--- config.mk ---
export PLATFORM = sky130hd
export DESIGN_NAME = first_fit_unit_allocator_top
export DESIGN_NICKNAME = d
export VERILOG_FILES = /design/src/hw/rtl/ffa_pkg.sv /design/src/hw/rtl/ffa_dp.sv /design/src/hw/rtl/ffa_ctrl.sv /design/src/hw/rtl/first_fit_unit_allocator_top.sv
export SDC_FILE = /design/constraint.sdc
export NUM_CORES = 2
export LEC_CHECK = 0
export BUFFER_PORTS_ARGS = -buffer_cell sky130_fd_sc_hd__buf_4
export CORE_ASPECT_RATIO = 2
export CORE_MARGIN = 4
export CORE_UTILIZATION = 45
export DETAILED_ROUTE_END_ITERATION = 8
export GPL_TIMING_DRIVEN = 0
export PLACE_DENSITY = 0.67
export REMOVE_ABC_BUFFERS = 1
export SYNTH_ARGS = -nofsm -noshare
export SYNTH_HDL_FRONTEND = slang
export SYNTH_HIERARCHICAL = 1
export SYNTH_SLANG_ARGS = --single-unit
--- constraint.sdc ---
create_clock -name clk_i -period 18.1 [get_ports clk_i]
set_clock_uncertainty 0.2 [all_clocks]
set_input_delay 3.62 -clock clk_i [delete_from_list [all_inputs] [get_ports clk_i]]
set_output_delay 3.62 -clock clk_i [all_outputs]
set_load 0.005 [all_outputs]
--- src/hw/rtl/ffa_pkg.sv ---
// Shared types, widths and codes of the first-fit unit allocator.
package ffa_pkg;

  localparam int REQ_TYPE_W   = 2;
  localparam int OFFSET_W     = 10;
  localparam int SIZE_W       = 11;
  localparam int STATUS_W     = 2;
  localparam int POOL_UNITS_W = 11;
  localparam int PADDR_W      = 3;
  localparam int PDATA_W      = 32;

  localparam int POOL_DEPTH_DEF = 1024;
  localparam int MAX_BLOCKS_DEF = 64;

  localparam logic [POOL_UNITS_W-1:0] POOL_UNITS_RST = 11'd1024;
  localparam logic [PADDR_W-1:0]      REG_POOL_ADDR  = 3'd0;

  typedef enum logic [REQ_TYPE_W-1:0] {
    REQ_ALLOC  = 2'd0,
    REQ_FREE   = 2'd1,
    REQ_RESIZE = 2'd2
  } req_e;

  typedef enum logic [STATUS_W-1:0] {
    ST_OK      = 2'd0,
    ST_NOSPACE = 2'd1,
    ST_UNKNOWN = 2'd2,
    ST_FULL    = 2'd3
  } status_e;

  typedef enum logic [1:0] {
    MK_ALL,
    MK_RUN,
    MK_OLD,
    MK_TAIL
  } mark_sel_e;

  typedef enum logic [2:0] {
    FR_NONE,
    FR_SUB_SIZE,
    FR_ADD_LEN,
    FR_ADD_TAIL,
    FR_SUB_GROW
  } free_op_e;

  typedef enum logic [1:0] {
    RES_ZERO,
    RES_RUN,
    RES_ENTRY
  } res_sel_e;

  typedef enum logic [3:0] {
    S_CLR0,
    S_CLRW,
    S_IDLE,
    S_DEC,
    S_SCAN,
    S_MARK,
    S_MARKO,
    S_SRCH,
    S_ENT,
    S_FREEM,
    S_SHIFT,
    S_RESP
  } state_e;

  typedef struct packed {
    logic      req_load;
    logic      clr_state;
    logic      mk_load;
    mark_sel_e mk_sel;
    logic      sc_start;
    logic      es_start;
    logic      sh_start;
    logic      alloc_wr;
    logic      upd_wr;
    logic      upd_new;
    logic      cnt_dec;
    free_op_e  fr_op;
    logic      res_load;
    status_e   res_st;
    res_sel_e  res_sel;
  } cmd_t;

  typedef struct packed {
    req_e req_type;
    logic mk_done;
    logic sc_hit;
    logic sc_fail;
    logic es_hit;
    logic es_fail;
    logic sh_done;
    logic size_zero;
    logic size_gt_free;
    logic tbl_full;
    logic size_eq_len;
    logic size_lt_len;
    logic grow_gt_free;
    logic out_busy;
  } sts_t;

endpackage

--- src/hw/rtl/ffa_dp.sv ---
// Datapath: unit bitmap, block table, scan/search/shift/mark engines, counters.
module ffa_dp #(
  parameter int POOL_DEPTH = ffa_pkg::POOL_DEPTH_DEF,
  parameter int MAX_BLOCKS = ffa_pkg::MAX_BLOCKS_DEF
) (
  input  logic                            clk_i,
  input  logic                            rst_ni,
  input  ffa_pkg::cmd_t                   cmd_i,
  output ffa_pkg::sts_t                   sts_o,
  input  logic                            cfg_we_i,
  input  logic [ffa_pkg::POOL_UNITS_W-1:0] cfg_data_i,
  output logic [ffa_pkg::POOL_UNITS_W-1:0] pool_units_o,
  input  logic [ffa_pkg::REQ_TYPE_W-1:0]  req_type_i,
  input  logic [ffa_pkg::OFFSET_W-1:0]    block_offset_i,
  input  logic [ffa_pkg::SIZE_W-1:0]      req_size_i,
  input  logic                            out_ready_i,
  output logic                            out_valid_o,
  output logic [ffa_pkg::STATUS_W-1:0]    status_o,
  output logic [ffa_pkg::OFFSET_W-1:0]    result_offset_o
);

  localparam int PW  = $clog2(POOL_DEPTH);
  localparam int LW  = $clog2(POOL_DEPTH + 1);
  localparam int EW  = $clog2(MAX_BLOCKS);
  localparam int CNW = $clog2(MAX_BLOCKS + 1);
  localparam int CW  = (LW > ffa_pkg::SIZE_W) ? LW : ffa_pkg::SIZE_W;
  localparam int AW  = (PW > ffa_pkg::OFFSET_W) ? PW : ffa_pkg::OFFSET_W;
  localparam int EDW = PW + LW;

  // storage
  logic           unit_mem [POOL_DEPTH];
  logic [EDW-1:0] ent_mem  [MAX_BLOCKS];
  logic           unit_rd_q;
  logic [EDW-1:0] ent_rd_q;

  // configuration and counters
  logic [ffa_pkg::POOL_UNITS_W-1:0] pool_q;
  logic [LW-1:0]  eff_pool;
  logic [CNW-1:0] count_q;
  logic [LW-1:0]  free_q;

  // captured request
  ffa_pkg::req_e                req_type_q;
  logic [ffa_pkg::OFFSET_W-1:0] off_q;
  logic [CW-1:0]                size_q;

  // mark engine
  logic [PW-1:0] mk_addr_q;
  logic [LW-1:0] mk_cnt_q;
  logic          mk_val_q;

  // scan engine
  logic          sc_busy_q, sc_vld_q;
  logic [PW:0]   sc_addr_q;
  logic [PW-1:0] sc_daddr_q, sc_begin_q, sc_begin_w;
  logic [LW-1:0] sc_run_q, sc_run_inc;
  logic          sc_issue, sc_hit, sc_fail;

  // entry search engine
  logic           es_busy_q, es_vld_q;
  logic [CNW-1:0] es_addr_q;
  logic [EW-1:0]  es_didx_q;
  logic           es_issue, es_match, es_hit, es_fail;

  // shift engine
  logic           sh_busy_q, sh_vld_q;
  logic [CNW-1:0] sh_addr_q;
  logic [EW-1:0]  sh_wa_q;
  logic           sh_issue, sh_done;

  // found entry
  logic [EW-1:0] idx_q;
  logic [PW-1:0] ent_start_q;
  logic [LW-1:0] ent_len_q;

  // entry memory port
  logic           ent_we;
  logic [EW-1:0]  ent_wa, ent_ra;
  logic [EDW-1:0] ent_wd;

  // output register
  logic                         out_vld_q;
  ffa_pkg::status_e             out_st_q;
  logic [ffa_pkg::OFFSET_W-1:0] out_off_q;

  logic [CW-1:0] free_w, len_w;
  logic [PW-1:0] upd_start;

  always_comb begin
    logic [CW-1:0] pu_w;
    pu_w = CW'(pool_q);
    if (pu_w == '0) begin
      eff_pool = LW'(1);
    end else if (pu_w > CW'(POOL_DEPTH)) begin
      eff_pool = LW'(POOL_DEPTH);
    end else begin
      eff_pool = LW'(pu_w);
    end
  end

  assign free_w = CW'(free_q);
  assign len_w  = CW'(ent_len_q);

  // scan control
  assign sc_run_inc = sc_run_q + LW'(1);
  assign sc_issue   = sc_busy_q && (sc_addr_q < (PW+1)'(eff_pool));
  assign sc_hit     = sc_busy_q && sc_vld_q && !unit_rd_q && (CW'(sc_run_inc) == size_q);
  assign sc_fail    = sc_busy_q && !sc_vld_q && !sc_issue;
  // a one-unit run starts at the bit just processed
  assign sc_begin_w = (sc_run_q == '0) ? sc_daddr_q : sc_begin_q;

  // search control
  assign es_issue = es_busy_q && (es_addr_q < count_q);
  assign es_match = AW'(ent_rd_q[EDW-1:LW]) == AW'(off_q);
  assign es_hit   = es_busy_q && es_vld_q && es_match;
  assign es_fail  = es_busy_q && !es_vld_q && !es_issue;

  // shift control
  assign sh_issue = sh_busy_q && (sh_addr_q < count_q);
  assign sh_done  = sh_busy_q && !sh_vld_q && !sh_issue;

  assign ent_ra    = es_busy_q ? es_addr_q[EW-1:0] : sh_addr_q[EW-1:0];
  assign upd_start = cmd_i.upd_new ? sc_begin_q : ent_start_q;

  always_comb begin
    ent_we = 1'b0;
    ent_wa = sh_wa_q;
    ent_wd = ent_rd_q;
    if (cmd_i.alloc_wr) begin
      ent_we = 1'b1;
      ent_wa = count_q[EW-1:0];
      ent_wd = {sc_begin_w, LW'(size_q)};
    end else if (cmd_i.upd_wr) begin
      ent_we = 1'b1;
      ent_wa = idx_q;
      ent_wd = {upd_start, LW'(size_q)};
    end else if (sh_busy_q && sh_vld_q) begin
      ent_we = 1'b1;
    end
  end

  // memories
  always_ff @(posedge clk_i) begin
    if (mk_cnt_q != '0) begin
      unit_mem[mk_addr_q] <= mk_val_q;
    end
    if (sc_issue) begin
      unit_rd_q <= unit_mem[sc_addr_q[PW-1:0]];
    end
  end

  always_ff @(posedge clk_i) begin
    if (ent_we) begin
      ent_mem[ent_wa] <= ent_wd;
    end
    if (es_issue || sh_issue) begin
      ent_rd_q <= ent_mem[ent_ra];
    end
  end

  // payload registers
  always_ff @(posedge clk_i) begin
    if (cmd_i.req_load) begin
      req_type_q <= ffa_pkg::req_e'(req_type_i);
      off_q      <= block_offset_i;
      size_q     <= CW'(req_size_i);
    end
    if (sc_busy_q && sc_vld_q && !unit_rd_q && (sc_run_q == '0)) begin
      sc_begin_q <= sc_daddr_q;
    end
    if (es_hit) begin
      idx_q       <= es_didx_q;
      ent_start_q <= ent_rd_q[EDW-1:LW];
      ent_len_q   <= ent_rd_q[LW-1:0];
    end
    sc_daddr_q <= sc_addr_q[PW-1:0];
    es_didx_q  <= es_addr_q[EW-1:0];
    sh_wa_q    <= EW'(sh_addr_q - CNW'(1));
    if (cmd_i.res_load) begin
      out_st_q <= cmd_i.res_st;
      case (cmd_i.res_sel)
        ffa_pkg::RES_RUN:   out_off_q <= ffa_pkg::OFFSET_W'(sc_begin_q);
        ffa_pkg::RES_ENTRY: out_off_q <= ffa_pkg::OFFSET_W'(ent_start_q);
        default:            out_off_q <= '0;
      endcase
    end
  end

  // control registers
  always_ff @(posedge clk_i or negedge rst_ni) begin
    if (!rst_ni) begin
      pool_q    <= ffa_pkg::POOL_UNITS_RST;
      count_q   <= '0;
      free_q    <= '0;
      mk_addr_q <= '0;
      mk_cnt_q  <= '0;
      mk_val_q  <= 1'b0;
      sc_busy_q <= 1'b0;
      sc_vld_q  <= 1'b0;
      sc_addr_q <= '0;
      sc_run_q  <= '0;
      es_busy_q <= 1'b0;
      es_vld_q  <= 1'b0;
      es_addr_q <= '0;
      sh_busy_q <= 1'b0;
      sh_vld_q  <= 1'b0;
      sh_addr_q <= '0;
      out_vld_q <= 1'b0;
    end else begin
      if (cfg_we_i) begin
        pool_q <= cfg_data_i;
      end

      if (cmd_i.clr_state) begin
        count_q <= '0;
      end else if (cmd_i.alloc_wr) begin
        count_q <= count_q + CNW'(1);
      end else if (cmd_i.cnt_dec) begin
        count_q <= count_q - CNW'(1);
      end

      if (cmd_i.clr_state) begin
        free_q <= eff_pool;
      end else begin
        case (cmd_i.fr_op)
          ffa_pkg::FR_SUB_SIZE: free_q <= LW'(free_w - size_q);
          ffa_pkg::FR_ADD_LEN:  free_q <= LW'(free_w + len_w);
          ffa_pkg::FR_ADD_TAIL: free_q <= LW'(free_w + (len_w - size_q));
          ffa_pkg::FR_SUB_GROW: free_q <= LW'(free_w - (size_q - len_w));
          default:              free_q <= free_q;
        endcase
      end

      // mark engine: one unit per cycle
      if (cmd_i.mk_load) begin
        case (cmd_i.mk_sel)
          ffa_pkg::MK_ALL: begin
            mk_addr_q <= '0;
            mk_cnt_q  <= LW'(POOL_DEPTH);
            mk_val_q  <= 1'b0;
          end
          ffa_pkg::MK_RUN: begin
            mk_addr_q <= sc_begin_w;
            mk_cnt_q  <= LW'(size_q);
            mk_val_q  <= 1'b1;
          end
          ffa_pkg::MK_TAIL: begin
            mk_addr_q <= ent_start_q + PW'(size_q);
            mk_cnt_q  <= ent_len_q - LW'(size_q);
            mk_val_q  <= 1'b0;
          end
          default: begin
            mk_addr_q <= ent_start_q;
            mk_cnt_q  <= ent_len_q;
            mk_val_q  <= 1'b0;
          end
        endcase
      end else if (mk_cnt_q != '0) begin
        mk_addr_q <= mk_addr_q + PW'(1);
        mk_cnt_q  <= mk_cnt_q - LW'(1);
      end

      // scan engine: read one bit per cycle, process it in the next cycle
      if (cmd_i.sc_start) begin
        sc_busy_q <= 1'b1;
        sc_vld_q  <= 1'b0;
        sc_addr_q <= '0;
        sc_run_q  <= '0;
      end else if (sc_busy_q) begin
        sc_vld_q <= sc_issue;
        if (sc_issue) begin
          sc_addr_q <= sc_addr_q + (PW+1)'(1);
        end
        if (sc_vld_q) begin
          sc_run_q <= unit_rd_q ? '0 : sc_run_inc;
        end
        if (sc_hit || sc_fail) begin
          sc_busy_q <= 1'b0;
        end
      end

      // entry search
      if (cmd_i.es_start) begin
        es_busy_q <= 1'b1;
        es_vld_q  <= 1'b0;
        es_addr_q <= '0;
      end else if (es_busy_q) begin
        es_vld_q <= es_issue;
        if (es_issue) begin
          es_addr_q <= es_addr_q + CNW'(1);
        end
        if (es_hit || es_fail) begin
          es_busy_q <= 1'b0;
        end
      end

      // shift later entries down one slot
      if (cmd_i.sh_start) begin
        sh_busy_q <= 1'b1;
        sh_vld_q  <= 1'b0;
        sh_addr_q <= CNW'(idx_q) + CNW'(1);
      end else if (sh_busy_q) begin
        sh_vld_q <= sh_issue;
        if (sh_issue) begin
          sh_addr_q <= sh_addr_q + CNW'(1);
        end
        if (sh_done) begin
          sh_busy_q <= 1'b0;
        end
      end

      if (cmd_i.res_load) begin
        out_vld_q <= 1'b1;
      end else if (out_ready_i) begin
        out_vld_q <= 1'b0;
      end
    end
  end

  always_comb begin
    sts_o.req_type     = req_type_q;
    sts_o.mk_done      = (mk_cnt_q == '0);
    sts_o.sc_hit       = sc_hit;
    sts_o.sc_fail      = sc_fail;
    sts_o.es_hit       = es_hit;
    sts_o.es_fail      = es_fail;
    sts_o.sh_done      = sh_done;
    sts_o.size_zero    = (size_q == '0);
    sts_o.size_gt_free = (size_q > free_w);
    sts_o.tbl_full     = (count_q >= CNW'(MAX_BLOCKS));
    sts_o.size_eq_len  = (size_q == len_w);
    sts_o.size_lt_len  = (size_q < len_w);
    sts_o.grow_gt_free = ((size_q - len_w) > free_w);
    sts_o.out_busy     = out_vld_q && !out_ready_i;
  end

  assign pool_units_o    = pool_q;
  assign out_valid_o     = out_vld_q;
  assign status_o        = out_st_q;
  assign result_offset_o = out_off_q;

endmodule

--- src/hw/rtl/ffa_ctrl.sv ---
// Controller: sequences each request over the datapath engines.
module ffa_ctrl (
  input  logic          clk_i,
  input  logic          rst_ni,
  input  logic          in_valid_i,
  output logic          in_ready_o,
  input  logic          cfg_we_i,
  input  ffa_pkg::sts_t sts_i,
  output ffa_pkg::cmd_t cmd_o
);

  ffa_pkg::state_e   state_q, state_d;
  ffa_pkg::status_e  pend_st_q, pend_st_d;
  ffa_pkg::res_sel_e pend_sel_q, pend_sel_d;

  always_ff @(posedge clk_i or negedge rst_ni) begin
    if (!rst_ni) begin
      state_q    <= ffa_pkg::S_CLR0;
      pend_st_q  <= ffa_pkg::ST_OK;
      pend_sel_q <= ffa_pkg::RES_ZERO;
    end else begin
      state_q    <= state_d;
      pend_st_q  <= pend_st_d;
      pend_sel_q <= pend_sel_d;
    end
  end

  always_comb begin
    state_d    = state_q;
    pend_st_d  = pend_st_q;
    pend_sel_d = pend_sel_q;
    cmd_o      = '0;
    in_ready_o = 1'b0;

    case (state_q)
      ffa_pkg::S_CLR0: begin
        cmd_o.mk_load   = 1'b1;
        cmd_o.mk_sel    = ffa_pkg::MK_ALL;
        cmd_o.clr_state = 1'b1;
        state_d         = ffa_pkg::S_CLRW;
      end
      ffa_pkg::S_CLRW: begin
        if (sts_i.mk_done) begin
          state_d = ffa_pkg::S_IDLE;
        end
      end
      ffa_pkg::S_IDLE: begin
        in_ready_o = 1'b1;
        if (in_valid_i) begin
          cmd_o.req_load = 1'b1;
          state_d        = ffa_pkg::S_DEC;
        end
      end
      ffa_pkg::S_DEC: begin
        pend_sel_d = ffa_pkg::RES_ZERO;
        state_d    = ffa_pkg::S_RESP;
        case (sts_i.req_type)
          ffa_pkg::REQ_ALLOC: begin
            if (sts_i.size_zero) begin
              pend_st_d = ffa_pkg::ST_OK;
            end else if (sts_i.size_gt_free) begin
              pend_st_d = ffa_pkg::ST_NOSPACE;
            end else if (sts_i.tbl_full) begin
              pend_st_d = ffa_pkg::ST_FULL;
            end else begin
              cmd_o.sc_start = 1'b1;
              state_d        = ffa_pkg::S_SCAN;
            end
          end
          ffa_pkg::REQ_FREE, ffa_pkg::REQ_RESIZE: begin
            cmd_o.es_start = 1'b1;
            state_d        = ffa_pkg::S_SRCH;
          end
          default: begin
            pend_st_d = ffa_pkg::ST_UNKNOWN;
          end
        endcase
      end
      ffa_pkg::S_SCAN: begin
        if (sts_i.sc_hit) begin
          pend_st_d  = ffa_pkg::ST_OK;
          pend_sel_d = ffa_pkg::RES_RUN;
          cmd_o.mk_load = 1'b1;
          if (sts_i.req_type == ffa_pkg::REQ_ALLOC) begin
            cmd_o.mk_sel   = ffa_pkg::MK_RUN;
            cmd_o.alloc_wr = 1'b1;
            cmd_o.fr_op    = ffa_pkg::FR_SUB_SIZE;
            state_d        = ffa_pkg::S_MARK;
          end else begin
            // drop the old run first, then claim the new one
            cmd_o.mk_sel = ffa_pkg::MK_OLD;
            state_d      = ffa_pkg::S_MARKO;
          end
        end else if (sts_i.sc_fail) begin
          pend_st_d  = ffa_pkg::ST_NOSPACE;
          pend_sel_d = ffa_pkg::RES_ZERO;
          state_d    = ffa_pkg::S_RESP;
        end
      end
      ffa_pkg::S_MARKO: begin
        if (sts_i.mk_done) begin
          cmd_o.mk_load = 1'b1;
          cmd_o.mk_sel  = ffa_pkg::MK_RUN;
          cmd_o.upd_wr  = 1'b1;
          cmd_o.upd_new = 1'b1;
          cmd_o.fr_op   = ffa_pkg::FR_SUB_GROW;
          state_d       = ffa_pkg::S_MARK;
        end
      end
      ffa_pkg::S_MARK: begin
        if (sts_i.mk_done) begin
          state_d = ffa_pkg::S_RESP;
        end
      end
      ffa_pkg::S_SRCH: begin
        if (sts_i.es_hit) begin
          state_d = ffa_pkg::S_ENT;
        end else if (sts_i.es_fail) begin
          pend_st_d  = ffa_pkg::ST_UNKNOWN;
          pend_sel_d = ffa_pkg::RES_ZERO;
          state_d    = ffa_pkg::S_RESP;
        end
      end
      ffa_pkg::S_ENT: begin
        pend_st_d  = ffa_pkg::ST_OK;
        pend_sel_d = ffa_pkg::RES_ENTRY;
        if (sts_i.req_type == ffa_pkg::REQ_FREE || sts_i.size_zero) begin
          cmd_o.mk_load = 1'b1;
          cmd_o.mk_sel  = ffa_pkg::MK_OLD;
          cmd_o.fr_op   = ffa_pkg::FR_ADD_LEN;
          pend_sel_d    = ffa_pkg::RES_ZERO;
          state_d       = ffa_pkg::S_FREEM;
        end else if (sts_i.size_eq_len) begin
          state_d = ffa_pkg::S_RESP;
        end else if (sts_i.size_lt_len) begin
          cmd_o.mk_load = 1'b1;
          cmd_o.mk_sel  = ffa_pkg::MK_TAIL;
          cmd_o.fr_op   = ffa_pkg::FR_ADD_TAIL;
          cmd_o.upd_wr  = 1'b1;
          state_d       = ffa_pkg::S_MARK;
        end else if (sts_i.grow_gt_free) begin
          pend_st_d  = ffa_pkg::ST_NOSPACE;
          pend_sel_d = ffa_pkg::RES_ZERO;
          state_d    = ffa_pkg::S_RESP;
        end else begin
          cmd_o.sc_start = 1'b1;
          state_d        = ffa_pkg::S_SCAN;
        end
      end
      ffa_pkg::S_FREEM: begin
        if (sts_i.mk_done) begin
          cmd_o.sh_start = 1'b1;
          state_d        = ffa_pkg::S_SHIFT;
        end
      end
      ffa_pkg::S_SHIFT: begin
        if (sts_i.sh_done) begin
          cmd_o.cnt_dec = 1'b1;
          state_d       = ffa_pkg::S_RESP;
        end
      end
      ffa_pkg::S_RESP: begin
        if (!sts_i.out_busy) begin
          cmd_o.res_load = 1'b1;
          cmd_o.res_st   = pend_st_q;
          cmd_o.res_sel  = pend_sel_q;
          state_d        = ffa_pkg::S_IDLE;
        end
      end
      default: begin
        state_d = ffa_pkg::S_CLR0;
      end
    endcase

    // a pool size write restarts the clearing pass from any state
    if (cfg_we_i) begin
      state_d = ffa_pkg::S_CLR0;
    end
  end

endmodule

--- src/hw/rtl/first_fit_unit_allocator_top.sv ---
// First-fit unit allocator: one request word in, one result word out.
//
// The block keeps an occupancy bit per allocation unit in a one-bit-wide memory
// and a table of live blocks (start, length) in a second memory. Each request
// word is answered by exactly one result word, in order. Depending on its
// kind, a request passes through a decode step, a search of the block table
// (free and resize), a first-fit scan of the unit bits (allocate and growing
// resize), the marking or clearing of units, a shift of later table entries
// down after a free, and the result step. The unit bitmap has one read and
// one write port and is touched one bit per cycle. One request is in work at
// a time; a finished result waits in the output register and the next request
// word may be accepted meanwhile. After reset and after every write of
// pool_units the block clears the whole bitmap with in_ready_o low; the pool
// register sits at byte address 0 of the APB port and reads back the low 11
// bits of the written value.
module first_fit_unit_allocator_top #(
  parameter int POOL_DEPTH = ffa_pkg::POOL_DEPTH_DEF,
  parameter int MAX_BLOCKS = ffa_pkg::MAX_BLOCKS_DEF
) (
  input  logic                           clk_i,
  input  logic                           rst_ni,
  // configuration port
  input  logic                           psel,
  input  logic                           penable,
  input  logic                           pwrite,
  input  logic [ffa_pkg::PADDR_W-1:0]    paddr,
  input  logic [ffa_pkg::PDATA_W-1:0]    pwdata,
  output logic [ffa_pkg::PDATA_W-1:0]    prdata,
  output logic                           pready,
  // request channel
  input  logic                           in_valid_i,
  output logic                           in_ready_o,
  input  logic [ffa_pkg::REQ_TYPE_W-1:0] req_type_i,
  input  logic [ffa_pkg::OFFSET_W-1:0]   block_offset_i,
  input  logic [ffa_pkg::SIZE_W-1:0]     req_size_i,
  // result channel
  output logic                           out_valid_o,
  input  logic                           out_ready_i,
  output logic [ffa_pkg::STATUS_W-1:0]   status_o,
  output logic [ffa_pkg::OFFSET_W-1:0]   result_offset_o
);

  ffa_pkg::cmd_t cmd;
  ffa_pkg::sts_t sts;
  logic          cfg_we;
  logic [ffa_pkg::POOL_UNITS_W-1:0] pool_units;

  // register write completes on the access cycle; the port never stalls
  assign pready = 1'b1;
  assign cfg_we = psel && penable && pwrite && (paddr == ffa_pkg::REG_POOL_ADDR);
  assign prdata = (paddr == ffa_pkg::REG_POOL_ADDR) ? ffa_pkg::PDATA_W'(pool_units) : '0;

  ffa_ctrl u_ctrl (
    .clk_i      (clk_i),
    .rst_ni     (rst_ni),
    .in_valid_i (in_valid_i),
    .in_ready_o (in_ready_o),
    .cfg_we_i   (cfg_we),
    .sts_i      (sts),
    .cmd_o      (cmd)
  );

  ffa_dp #(
    .POOL_DEPTH (POOL_DEPTH),
    .MAX_BLOCKS (MAX_BLOCKS)
  ) u_dp (
    .clk_i           (clk_i),
    .rst_ni          (rst_ni),
    .cmd_i           (cmd),
    .sts_o           (sts),
    .cfg_we_i        (cfg_we),
    .cfg_data_i      (pwdata[ffa_pkg::POOL_UNITS_W-1:0]),
    .pool_units_o    (pool_units),
    .req_type_i      (req_type_i),
    .block_offset_i  (block_offset_i),
    .req_size_i      (req_size_i),
    .out_ready_i     (out_ready_i),
    .out_valid_o     (out_valid_o),
    .status_o        (status_o),
    .result_offset_o (result_offset_o)
  );

endmodule

### Word level (Yosys, flattened, before mapping)

Memory sizes are Yosys's and may differ from the RTL's. A register that Yosys moved wholly into a read port is not among the register bits.
Cells that the tools add are included.

* register bits: 196
* RAM bits: 2368
* bits of input ports: 65
* output and inout bits: 47
* word-level logic and storage cells: 307
* memories: 2

Memories
* u_dp.ent_mem: words 64, bits a word 21, rd ports 1, clocked after memory_dff 1, wr ports 1, line ffa_dp.sv:32 `logic [EDW-1:0] ent_mem [MAX_BLOCKS];`
* u_dp.unit_mem: words 1024, bits a word 1, rd ports 1, clocked after memory_dff 1, wr ports 1, line ffa_dp.sv:31 `logic unit_mem [POOL_DEPTH];`

* add/sub/neg operators: 17
* order comparisons: 8
* eq/ne operators: 38
* mux-type cells: 147
* bitwise gates (word level): 1
* reduce and logical (&&, ||, !) cells: 62

Operator list (number)
* 11-bit two-way mux: 13
* 4-bit two-way mux: 20
* 7-bit two-way mux: 9
* 1-bit two-way mux: 51
* 4-bit one-hot mux with 12 select lines: 1
* 11-bit logical NOT: 4
* 2-bit two-way mux: 22
* 11-bit one-hot mux with 4 select lines: 1
* 11-bit subtractor: 4
* 21-bit two-way mux: 2
* 10-bit two-way mux: 4
* 11-bit one-hot mux with 3 select lines: 1
* 10-bit one-hot mux with 3 select lines: 1
* 3-bit two-way mux: 8
* 11-bit by 1-bit adder with 11-bit output (second input constant): 2
* 11-bit adder: 2
* 11-bit equality test: 2
* 11-bit greater-than comparator: 2
* 11-bit < comparator: 2
* 7-bit by 1-bit adder with 7-bit output (second input constant): 3
* 1-bit logical AND: 20
* 10-bit one-hot mux with 2 select lines: 1
* 6-bit two-way mux: 3
* 3-bit inequality test (second input constant): 6
* other kinds (48): 89

### Depth between registers and ports, before layout

* depth in word-level cells: 11
* gate-level depth with buffers: 31
* mapped depth without buffers: 30

### By module

Netlist, hierarchy kept.

By module, submodules not included
* ffa_dp: times used 1, cells each 6743, area each 109039.6 sq um, sequential area each 76724.8 sq um
* ffa_ctrl: times used 1, cells each 136, area each 1042.2 sq um, sequential area each 200.2 sq um
* first_fit_unit_allocator_top: times used 1, cells each 38, area each 267.8 sq um, sequential area each 0.0 sq um

### Worst setup path before layout

No wires, ideal clock.

* path type: register to register
* from: register u_dp.mk_val_q
* to: memory u_dp.unit_mem[0] (data pin)
* library setup time: 2.606 ns
* arrival: 11.824 ns
* required time: 15.294 ns
* setup slack: 3.470 ns
* cell stages (with the launch flop): 1
* path buffers: 0
* clock period less this slack: 14.630 ns
* cells stage by stage: dfrtp_1

RTL lines
* start, declared: line ffa_dp.sv:50 `logic mk_val_q;`
* start signal, assigned: line ffa_dp.sv:197 `mk_val_q <= 1'b0;`
* start signal, assigned: line ffa_dp.sv:240 `mk_val_q <= 1'b0;`
* start signal, assigned: line ffa_dp.sv:245 `mk_val_q <= 1'b1;`
* end, declared: line ffa_dp.sv:31

No word-level cell before the write port.

### Worst setup path after layout

* from: input port paddr[1] in the netlist's numbering
* to: output port prdata[6] in the netlist's numbering

* word-level cells in the longest chain between the ends: 2

RTL lines
* start, declared: line first_fit_unit_allocator_top.sv:26 `input logic [ffa_pkg::PADDR_W-1:0] paddr,`
* 3-bit logical NOT: line first_fit_unit_allocator_top.sv:51 `assign prdata = (paddr == ffa_pkg::REG_POOL_ADDR) ? ffa_pkg::PDATA_W'(pool_units) : '0;`
* 11-bit two-way mux: line first_fit_unit_allocator_top.sv:51
* end, declared: line first_fit_unit_allocator_top.sv:28 `output logic [ffa_pkg::PDATA_W-1:0] prdata,`

No other way between the ends.

==> flow_summary.ini <==
[critical_path]
cp_num_buf_inv = 2
r2r_setup_slack_ps = 9670
crit_family = simple AND/OR/NAND/NOR gates
crit_chain = buf_4 > nor3_2 > and2_1 > buf_4
critPathSlowestCell = nor3_2
cp_slowest_stage_delay_ps = 680
cp-end-kind = primary output
reg2reg_depth = 25
start_kind = primary input
reg2reg_from = u_dp/size_q[1]
r2r_end = u_dp/free_q[9]
crit_path_frequent_cell = buf_4
worstPathRequired_ps = 14280
arrival_ps = 4980
crit_fanout = 12
critPathKind = primary input to primary output

[timing]
drv_slew = 18
final_hold_viol_count = 0
fmax_mhz = 114
finalWorstSetupSlack_ps = 9300
rsz0062_at_grt = false
post-route-period-util_pct = 48.6
setup_viol = 0
period_minus_slack_ps = 8800
relSlewSlack_pct = -4.62
hold_ws_ps = 209
tightestPinTransition_ps = 1570

[die]
ioPinCount = 112
coreArea_um2 = 243000
start_util_pct = 45.3
die-height_um = 708
dieArea_um2 = 254000
rows = 256
fp.dieW_um = 358

[power_and_ir_drop]
p_leak_nw = 39.5
comb_power_share_pct = 21.1
sw_frac_of_total_pct = 29.0
power.density_nw_per_um2 = 120
ir_drop_mv = 0.0937
p_int_mw = 10.6
p_sw_mw = 4.32
power_frac_clock_pct = 31.2
seqPwrFrac_pct = 47.8

[global_routing]
grt_first_pass_wirelength_um = 434000
antenna_found_initial = 10
grt_usage_pct = 23.4
grt-ovfl-total = 0
grt_start_max_net_pins = 126
grt_pass1_vias = 63700

[worst_hold_path]
worstHoldStart = u_dp/es_didx_q[3]
min_path_type = register to register
min_to = u_dp/idx_q[3]
holdPathStages = 0

[drt]
ant_nets = 0
viasPerCell = 6.03
routed_wirelength_um = 298000
num_vias = 62100
drc = 0
wl_per_cell_um = 28.9
drt_first_pass_iters = 6
drt-initial-drc-count = 6628

[cts]
clk_pin_slew_ps = 70
clockBufferDepth = 4
hold_buffers = 0
cts_tree = built
root_buffer = clkbuf_16
clock_sinks = 2586
htree_levels = 4
post-cts-setup-buffers = 0
cts-resized-gates = 0
clk_latency_ps = 890
cts_inserted_buffers = 219

[synthesis]
yosysWarnings = 6
yosys.area.top_type = edfxtp_1
syn_inst = 6917
ys_types = 89
async_reset_ff_share_pct = 3.94
synth_area_leaders = edfxtp_1 67%, mux4_2 12%, nor2_1 4.2%
ys_seq_area_share_pct = 69.7
synth_edf_count = 2462
synth_flop_cell = edfxtp_1
yosysMostFrequentCell = edfxtp_1
yosys.area.top_type_share_pct = 67.0
ys_ff_latch = 2586
syn_avg_cell_area_um2 = 16.0
syn_area_um2 = 110000
synthTopCellsByCount = 2,462 x edfxtp_1, 1,238 x nor2_1, 596 x mux4_2

[finish]
final_util_pct = 51.0
multi_input_area_um2 = 31400
areaGrowthSynthToFinish_pct = 12.5
drive_gt1_share_pct = 19.3
regArea_um2 = 76900
finalNonFillerCells = 10300
fin_area_um2 = 124000
nNetsFinal = 7073
nFillCells = 19800

[place]
dp_slack_ps = 9220
portBuffers = 68
dpl.hpwl_um = 197000
post_dp_cell_area_um2 = 117000
gp_congestion = 0.932
dp_cells = 9900

[status]
violations = max-capacitance violations, max-slew violations
status = complete, but fails checks

[flow_run]
maxCapViolCount = 2
-- metrics by stage --
stage / power (mW) / TNS, ps
floorplan: 9.62 / -250010
global placement: 11.1 / -3601880
detailed placement: 10.3 / 0
CTS: 14.9 / 0
global route: 15.4 / 0
finish: 14.9 / 0
-- cells by family after synthesis --
group                      share of synthesized area [%]
and+or+nand+nor                                     7.72
buffers and inverters                               2.50
xor gates and xnor gates                           0.905
other                                            0.00681
AOI/OAI and AO/OA                                   4.52
DFF                                                 69.7
muxes                                               13.3
adders and majority gates                           1.32
-- flip-flops by register name (all words and copies together) (netlist names), 7 cells and up --
| register | count |
|---|---|
| u_dp/off_q | 10 |
| u_dp/es_addr_q | 7 |
| u_dp/mk_cnt_q | 11 |
| u_dp/sc_begin_q | 10 |
| u_dp/ent_mem | 1344 |
| u_dp/result_offset_o | 10 |
| u_dp/free_q | 11 |
| u_dp/ent_rd_q | 21 |
| u_dp/sc_addr_q | 11 |
| u_dp/unit_mem | 1024 |
| u_dp/sc_daddr_q | 10 |
| u_dp/pool_units_o | 11 |
| u_dp/ent_start_q | 10 |
| u_dp/size_q | 11 |
| u_dp/sc_run_q | 11 |
| u_dp/mk_addr_q | 10 |
| u_dp/count_q | 7 |
| u_dp/sh_addr_q | 7 |
| u_dp/ent_len_q | 11 |
-- layout by cell type, fill, tap and decap left out, types with 43 or more instances in the layout --
cell / instances
xnor2_1: 78
a211oi_1: 124
a22oi_1: 44
clkinv_1: 51
nor2_1: 1172
a21oi_1: 134
buf_4: 75
nand2_1: 373
o21ai_0: 110
inv_1: 91
clkbuf_16: 222
ha_1: 105
a31oi_1: 56
a311oi_1: 43
buf_8: 57
and2_1: 109
dfrtp_1: 93
nor2_2: 53
buf_12: 90
buf_16: 46
mux2i_1: 95
mux4_2: 596
edfxtp_1: 2462
-- power by group through the flow --
| stage | clock [mW] | sequential [mW] | combinational (mW) |
|---|---|---|---|
| final | 4.63 | 7.10 | 3.13 |
| after global routing | 4.95 | 7.12 | 3.31 |
| after CTS | 4.72 | 7.10 | 3.12 |
| after detailed placement | 0 | 7.23 | 3.11 |
| after global placement | 0 | 7.98 | 3.11 |
| after floorplan | 0 | 7.61 | 2.00 |
-- worst max path at each step --
stage,cells after the start,startpoint,slack (ps),end
5_1_grt,4,paddr[1],9170,prdata[10]
6_report,4,paddr[1],9300,prdata[6]
2_1_floorplan,7,u_dp/es_busy_q,-11910,u_dp/ent_rd_q[0]
4_1_cts,4,paddr[1],9210,prdata[7]
3_3_place_gp,6,u_dp/es_busy_q,-26430,u_dp/ent_rd_q[0]
3_5_place_dp,4,paddr[1],9220,prdata[7]
-- layer usage --
| metal | part of all wire (%) | GRT usage (%) |
|---|---|---|
| met3 | 6.2 | 3.03 |
| met5 | 0.010 | 0 |
| met1 | 32 | 25.3 |
| met4 | 8.8 | 16.6 |
| met2 | 53 | 42.1 |
-- cell type report --
type / count / share of cell area, %
diodes: 7 / 0.0141
clock buffers: 260 / 4.59
clock inverters: 131 / 0.930
inverters: 96 / 0.292
multi-input cells: 3723 / 25.3
flip-flops and latches: 2586 / 62.0
well taps: 3225 / 3.25
repair buffers: 270 / 3.63
(Power assumes the default switching activity.)
